[src/hw/rtl/page_frame_allocator_resize_core_macros.svh]
// ----------------------------------------------------------------------------
// page frame allocator assertion macros
// shared property forms for the allocator's concurrent checks
// ----------------------------------------------------------------------------
`ifndef PAGE_FRAME_ALLOCATOR_RESIZE_CORE_MACROS_SVH
`define PAGE_FRAME_ALLOCATOR_RESIZE_CORE_MACROS_SVH

// consequent checked in the same cycle
`define PFAR_ASSERT_SAME(label, ante, cons, msg) \
  label: assert property (@(posedge clk) disable iff (!rst_n) (ante) |-> (cons)) \
    else $error(msg);

// consequent checked in the cycle after the antecedent
`define PFAR_ASSERT_NEXT(label, ante, cons, msg) \
  label: assert property (@(posedge clk) disable iff (!rst_n) (ante) |=> (cons)) \
    else $error(msg);

`endif

[src/hw/rtl/pfar_pkg.sv]
// ----------------------------------------------------------------------------
// pfar_pkg
// sizes, microcode encoding and control store of the page frame allocator
// ----------------------------------------------------------------------------
package pfar_pkg;

  localparam int MAX_FRAMES    = 64;
  localparam int MAX_PROCESSES = 16;
  localparam int MAX_PAGES     = 64;

  localparam int PAGE_SIZE_W   = 13;
  localparam int FRAME_COUNT_W = 7;
  localparam int BYTES_W       = 20;
  localparam int CFG_W         = 13;
  localparam int CFG_IDX_W     = 1;

  localparam int FRAME_W   = $clog2(MAX_FRAMES);
  localparam int SLOT_W    = $clog2(MAX_PROCESSES);
  localparam int PAGE_W    = $clog2(MAX_PAGES);
  localparam int CNT_W     = 7;
  localparam int MAP_AW    = SLOT_W + PAGE_W;
  localparam int MAP_DEPTH = MAX_PROCESSES * MAX_PAGES;
  localparam int DIV_CNT_W = $clog2(BYTES_W + 1);
  localparam int STEP_W    = 4;

  localparam logic [CFG_IDX_W-1:0] REG_PAGE_SIZE   = 1'b0;
  localparam logic [CFG_IDX_W-1:0] REG_FRAME_COUNT = 1'b1;

  localparam logic [PAGE_SIZE_W-1:0]   PAGE_SIZE_RST   = PAGE_SIZE_W'(32);
  localparam logic [FRAME_COUNT_W-1:0] FRAME_COUNT_RST = FRAME_COUNT_W'(64);
  localparam logic [FRAME_COUNT_W-1:0] FRAME_LIMIT     = FRAME_COUNT_W'(MAX_FRAMES);
  localparam logic [CNT_W-1:0]         PAGES_LIMIT     = CNT_W'(MAX_PAGES);
  localparam logic [DIV_CNT_W-1:0]     DIV_STEPS       = DIV_CNT_W'(BYTES_W);

  typedef enum logic [3:0] {
    OP_NOP,
    OP_LOAD,
    OP_CLRNEED,
    OP_DIVSTEP,
    OP_SETNEED,
    OP_ADVANCE,
    OP_CLAIM,
    OP_OUTPUT,
    OP_RDMAP,
    OP_FREE
  } op_t;

  typedef enum logic [3:0] {
    COND_NEVER,
    COND_ALWAYS,
    COND_NO_INPUT,
    COND_IS_REMOVE,
    COND_DIV_MORE,
    COND_HELD_GE_NEED,
    COND_HELD_LE_NEED,
    COND_HELD_FULL,
    COND_FRAME_BUSY,
    COND_FRAME_FREE,
    COND_OUT_BLOCKED
  } cond_t;

  typedef struct packed {
    op_t               op;
    cond_t             cond;
    logic [STEP_W-1:0] target;
  } ctrl_t;

  typedef struct packed {
    logic no_input;
    logic is_remove;
    logic div_more;
    logic held_ge_need;
    logic held_le_need;
    logic held_full;
    logic frame_busy;
    logic frame_free;
    logic out_blocked;
  } flags_t;

  localparam logic [STEP_W-1:0] ST_IDLE   = 4'd0;
  localparam logic [STEP_W-1:0] ST_FUNC   = 4'd1;
  localparam logic [STEP_W-1:0] ST_DIV    = 4'd2;
  localparam logic [STEP_W-1:0] ST_NEED   = 4'd3;
  localparam logic [STEP_W-1:0] ST_CMP    = 4'd4;
  localparam logic [STEP_W-1:0] ST_GCHK   = 4'd5;
  localparam logic [STEP_W-1:0] ST_GFULL  = 4'd6;
  localparam logic [STEP_W-1:0] ST_SCAN   = 4'd7;
  localparam logic [STEP_W-1:0] ST_CLAIM  = 4'd8;
  localparam logic [STEP_W-1:0] ST_OUT    = 4'd9;
  localparam logic [STEP_W-1:0] ST_GOIDLE = 4'd10;
  localparam logic [STEP_W-1:0] ST_REL    = 4'd11;
  localparam logic [STEP_W-1:0] ST_FREE   = 4'd12;

  // control store: a taken condition jumps to target, otherwise next step
  function automatic ctrl_t ucode(input logic [STEP_W-1:0] pc);
    ctrl_t w;
    case (pc)
      ST_IDLE:   w = '{op: OP_LOAD,    cond: COND_NO_INPUT,     target: ST_IDLE};
      ST_FUNC:   w = '{op: OP_CLRNEED, cond: COND_IS_REMOVE,    target: ST_REL};
      ST_DIV:    w = '{op: OP_DIVSTEP, cond: COND_DIV_MORE,     target: ST_DIV};
      ST_NEED:   w = '{op: OP_SETNEED, cond: COND_NEVER,        target: ST_IDLE};
      ST_CMP:    w = '{op: OP_NOP,     cond: COND_HELD_GE_NEED, target: ST_REL};
      ST_GCHK:   w = '{op: OP_NOP,     cond: COND_HELD_GE_NEED, target: ST_OUT};
      ST_GFULL:  w = '{op: OP_NOP,     cond: COND_HELD_FULL,    target: ST_OUT};
      ST_SCAN:   w = '{op: OP_ADVANCE, cond: COND_FRAME_BUSY,   target: ST_SCAN};
      ST_CLAIM:  w = '{op: OP_CLAIM,   cond: COND_FRAME_FREE,   target: ST_GCHK};
      ST_OUT:    w = '{op: OP_OUTPUT,  cond: COND_OUT_BLOCKED,  target: ST_OUT};
      ST_GOIDLE: w = '{op: OP_NOP,     cond: COND_ALWAYS,       target: ST_IDLE};
      ST_REL:    w = '{op: OP_RDMAP,   cond: COND_HELD_LE_NEED, target: ST_OUT};
      ST_FREE:   w = '{op: OP_FREE,    cond: COND_ALWAYS,       target: ST_REL};
      default:   w = '{op: OP_NOP,     cond: COND_ALWAYS,       target: ST_IDLE};
    endcase
    return w;
  endfunction

endpackage

[src/hw/rtl/pfar_seq.sv]
// ----------------------------------------------------------------------------
// pfar_seq
// step counter over the control store, with conditional jumps
// ----------------------------------------------------------------------------
module pfar_seq (
  input  logic             clk,
  input  logic             rst_n,
  input  pfar_pkg::flags_t flags,
  output pfar_pkg::ctrl_t  ctrl
);

  logic [pfar_pkg::STEP_W-1:0] pc_r;
  logic [pfar_pkg::STEP_W-1:0] pc_nxt;
  logic                        take;

  assign ctrl = pfar_pkg::ucode(pc_r);

  always_comb begin
    case (ctrl.cond)
      pfar_pkg::COND_NEVER:        take = 1'b0;
      pfar_pkg::COND_ALWAYS:       take = 1'b1;
      pfar_pkg::COND_NO_INPUT:     take = flags.no_input;
      pfar_pkg::COND_IS_REMOVE:    take = flags.is_remove;
      pfar_pkg::COND_DIV_MORE:     take = flags.div_more;
      pfar_pkg::COND_HELD_GE_NEED: take = flags.held_ge_need;
      pfar_pkg::COND_HELD_LE_NEED: take = flags.held_le_need;
      pfar_pkg::COND_HELD_FULL:    take = flags.held_full;
      pfar_pkg::COND_FRAME_BUSY:   take = flags.frame_busy;
      pfar_pkg::COND_FRAME_FREE:   take = flags.frame_free;
      pfar_pkg::COND_OUT_BLOCKED:  take = flags.out_blocked;
      default:                     take = 1'b0;
    endcase
    pc_nxt = take ? ctrl.target : pc_r + pfar_pkg::STEP_W'(1);
  end

  always_ff @(posedge clk) begin
    if (!rst_n) begin
      pc_r <= pfar_pkg::ST_IDLE;
    end else begin
      pc_r <= pc_nxt;
    end
  end

endmodule

[config.mk]
export PLATFORM = sky130hd
export DESIGN_NAME = pfar_seq
export DESIGN_NICKNAME = d
export VERILOG_FILES = /design/src/hw/rtl/page_frame_allocator_resize_core_macros.svh /design/src/hw/rtl/pfar_pkg.sv /design/src/hw/rtl/pfar_seq.sv
export SDC_FILE = /design/constraint.sdc
export NUM_CORES = 1
export LEC_CHECK = 0
export ABC_CLOCK_PERIOD_IN_PS = 3300
export BUFFER_PORTS_ARGS = -buffer_cell sky130_fd_sc_hd__buf_4
export CAP_MARGIN = 20
export CELL_PAD_IN_SITES_DETAIL_PLACEMENT = 1
export CELL_PAD_IN_SITES_GLOBAL_PLACEMENT = 2
export CORE_MARGIN = 5
export CORE_UTILIZATION = 30
export DETAILED_ROUTE_END_ITERATION = 16
export GPL_TIMING_DRIVEN = 0
export HOLD_SLACK_MARGIN = 0.05
export PLACE_DENSITY_LB_ADDON = 0.2
export SLEW_MARGIN = 20
export SYNTH_ARGS = -nofsm -noshare
export SYNTH_HDL_FRONTEND = slang
export SYNTH_SLANG_ARGS = --single-unit
[constraint.sdc]
create_clock -name clk -period 3.3 [get_ports clk]
set_input_delay 0.66 -clock clk [delete_from_list [all_inputs] [get_ports clk]]
set_output_delay 0.66 -clock clk [all_outputs]
set_load 0.01 [all_outputs]
==> metrics.cfg <==
[synth]
synth_seq_area_share = 0.326
synthDistinctLibCells = 45
synth_nets = 129
ys_seq_elements = 16
syn_inst = 113
muxShareOfSynthArea = 0.0903
syn_avg_cell_area_um2 = 8.70
syn_area_um2 = 983
synth_edf_count = 0
synth-simple-area-share = 0.215
yosys.area_share.adder = 0.0636
synth-async-reset-ratio = 0
synth_compound_area_frac = 0.215
synth.yosys.warnings = 0
synth-main-ff-cell = dfxtp_1
yosys.area_share.xor_xnor = 0.0178
synth_top_family_by_area = simple AND/OR/NAND/NOR gates

[floorplan]
core-area_um2 = 3100
dieWidth_um = 67.3
num_rows = 20
die-area_um2 = 4520
start_util = 0.317
die_h_um = 67.3
ioPinCount = 23

[placement]
place_congestion = 0.793
place_ws_ps = 305
numPortBuffers = 21
dpl.hpwl_um = 2090

[critical_path]
cp.arrival_ps = 2940
critPathRequiredTime_ps = 3490
crit_fanout = 10
crit_chain = mux2i_1 > o32ai_1 > or4_1 > buf_2 > buf_6 > o21ai_0 > nand2_1 > ha_1 > inv_1 > nor2_1 > o31a_1
critPathSlowestCell = or4_1
critPathKind = reg2reg
cp-end-kind = register
startpoint_type = register
critPathMaxStageDelay_ps = 520

[finish]
multi_input_area_um2 = 592
ff_latch_area_um2 = 320
area_growth_pct = 25.3
post_route_cells_drive_above_1_share = 0.290
antenna_cells = 0
nFillCells = 405
nets = 155

[global_routing]
grt_use_total = 0.131
grt_overflow = 0
antenna_found_initial = 0
grt_pass1_wl_um = 4460
grt_pass1_vias = 950
grt_max_degree = 11

[clock_tree]
cts_hold_buf = 0
cts_buffer_depth = 2
cts_tree = yes
post_cts_buffers = 0
cts_num_sinks = 16
clk_pin_slew_ps = 100
clkLatencyLatePin_ps = 290
cts_resized = 0
root_buffer = clkbuf_4
numCtsBuffers = 3
cts_htree_levels = 1

[timing]
setup_viol = 0
tightest_slew_ps = 562
hold_viol_final = 0
layout_setup_ws_ps = 553
slew_viol_final = 0
setup_tns_ps = 0
skew_ps = 12.3
fmax_ghz = 0.364
grt_setup_unrepaired = false
relSlewSlack = 0.622
final.min_clock_period_ps = 2750
fin_crit_sh = 0.832

[route]
drc_errors = 0
totalWireLength_um = 2650
wire_per_inst_um = 14.5
via_per_inst = 5.03
dr.pass1.iters = 4
drtIter0Drc = 43
antenna_left = 0
vias = 916

[pwr]
intPower_uw = 664
p_leak_uw = 0.000543
p_seq_frac = 0.298
switching_share = 0.430
power_density_nw_per_um2 = 945
p_comb_frac = 0.590
clkPwrFrac = 0.112
switching_power_uw = 501
ir_worst_vdd_uv = 350

[run_status]
status = complete, no violations

[job]
cap_violations = 0

[min_path]
hold_class = reg2reg

[cell usage in the layout, fill, tap and decap left out, drive strengths merged, types with 2 or more instances in the layout]
cell type	n
buf	25
dfxtp	16
nand2	15
nand3	7
o21ai	6
inv	6
clkbuf	6
a21oi	5
ha	5
mux2i	4
o31ai	4
mux2	4
nor2	3
nor2b	2
nand3b	2
a211oi	2
and2	2
a31oi	2
[per-layer routing]
metal  up-vias  GRT usage  share of wire
met1       438      0.173           0.50
li1        462          -              -
met5         -          0              0
met2        14      0.209           0.46
met3         2     0.0233          0.033
met4         0     0.0532         0.0076
[power by group through the flow]
stage | clock network (uW) | logic (uW) | registers (uW)
floorplan | 0 | 462 | 359
global placement | 0 | 683 | 351
detailed placement | 0 | 689 | 353
CTS | 136 | 692 | 349
global route | 147 | 765 | 365
finish | 130 | 687 | 348
[worst max-delay path, delay by kind of cell, from the launching register on]
kind / cells / cell delay (ps)
AND/OR/NAND/NOR: 3 / 710
adder cells (fa/ha/maj): 1 / 260
flip-flops: 1 / 450
AO/OA/AOI/OAI: 3 / 600
multiplexers: 1 / 220
buffers and inverters: 3 / 420
[cells by family (layout without fill, tap and decap cells)]
group / after synthesis / count (layout)
adders and majority gates: 5 / 5
xor gates and xnor gates: 2 / 2
and+or+nand+nor: 40 / 40
muxes: 8 / 8
AOI/OAI and AO/OA: 29 / 29
DFF: 16 / 16
buffers and inverters: 13 / 38
[path summary, 6_finish.rpt]
kind | start | to | slack [ps] | cells after the start
setup / recovery | ctrl[6] | ctrl[1] | 550 | 11
hold / removal | ctrl[2] | ctrl[4] | 680 | 3
setup reg to reg | ctrl[6] | ctrl[1] | 550 | 11
hold reg to reg | ctrl[2] | ctrl[4] | 680 | 3
[cells in the mapped netlist (2+ instances only)]
cell / count / share of area
buf_2: 2 / 0.010
mux2i_1: 4 / 0.041
nor2_1: 3 / 0.011
mux2_2: 3 / 0.034
clkbuf_1: 2 / 0.0076
inv_2: 2 / 0.0076
nand3b_1: 2 / 0.015
nor2b_1: 2 / 0.013
o21ai_0: 5 / 0.025
inv_1: 4 / 0.015
ha_1: 5 / 0.064
and2_1: 2 / 0.013
o31ai_1: 4 / 0.031
dfxtp_1: 16 / 0.33
a211oi_1: 2 / 0.015
nand2_1: 15 / 0.057
buf_6: 2 / 0.023
nand3_1: 7 / 0.036
a21oi_1: 5 / 0.025
[state kept, by name, indices dropped and copies added, names as in the netlist]
name	flops
ctrl	12
pc_r	4
[area by class of cell]
cell class | count | area share
clock buffer | 4 | 0.0294
sequential | 16 | 0.260
multi-input combinational | 84 | 0.480
timing repair buffer | 21 | 0.128
tap | 44 | 0.0447
buffer | 6 | 0.0325
inverter | 7 | 0.0254
[metrics by stage]
| step | hold slack (ps) | utilization | power (uW) | instances | cell area [um2] |
|---|---|---|---|---|---|
| after floorplan | 626 | - | 821 | 113 | 983 |
| after CTS | 693 | 0.397 | 1180 | 182 | 1230 |
| final | 682 | 0.397 | 1170 | 182 | 1230 |
| after global routing | 760 | 0.397 | 1280 | 182 | 1230 |
| after global placement | 667 | 0.385 | 1030 | 178 | 1200 |
| after detailed placement | 676 | 0.385 | 1040 | 178 | 1200 |
Note: power is estimated with default switching activity, not from simulation.
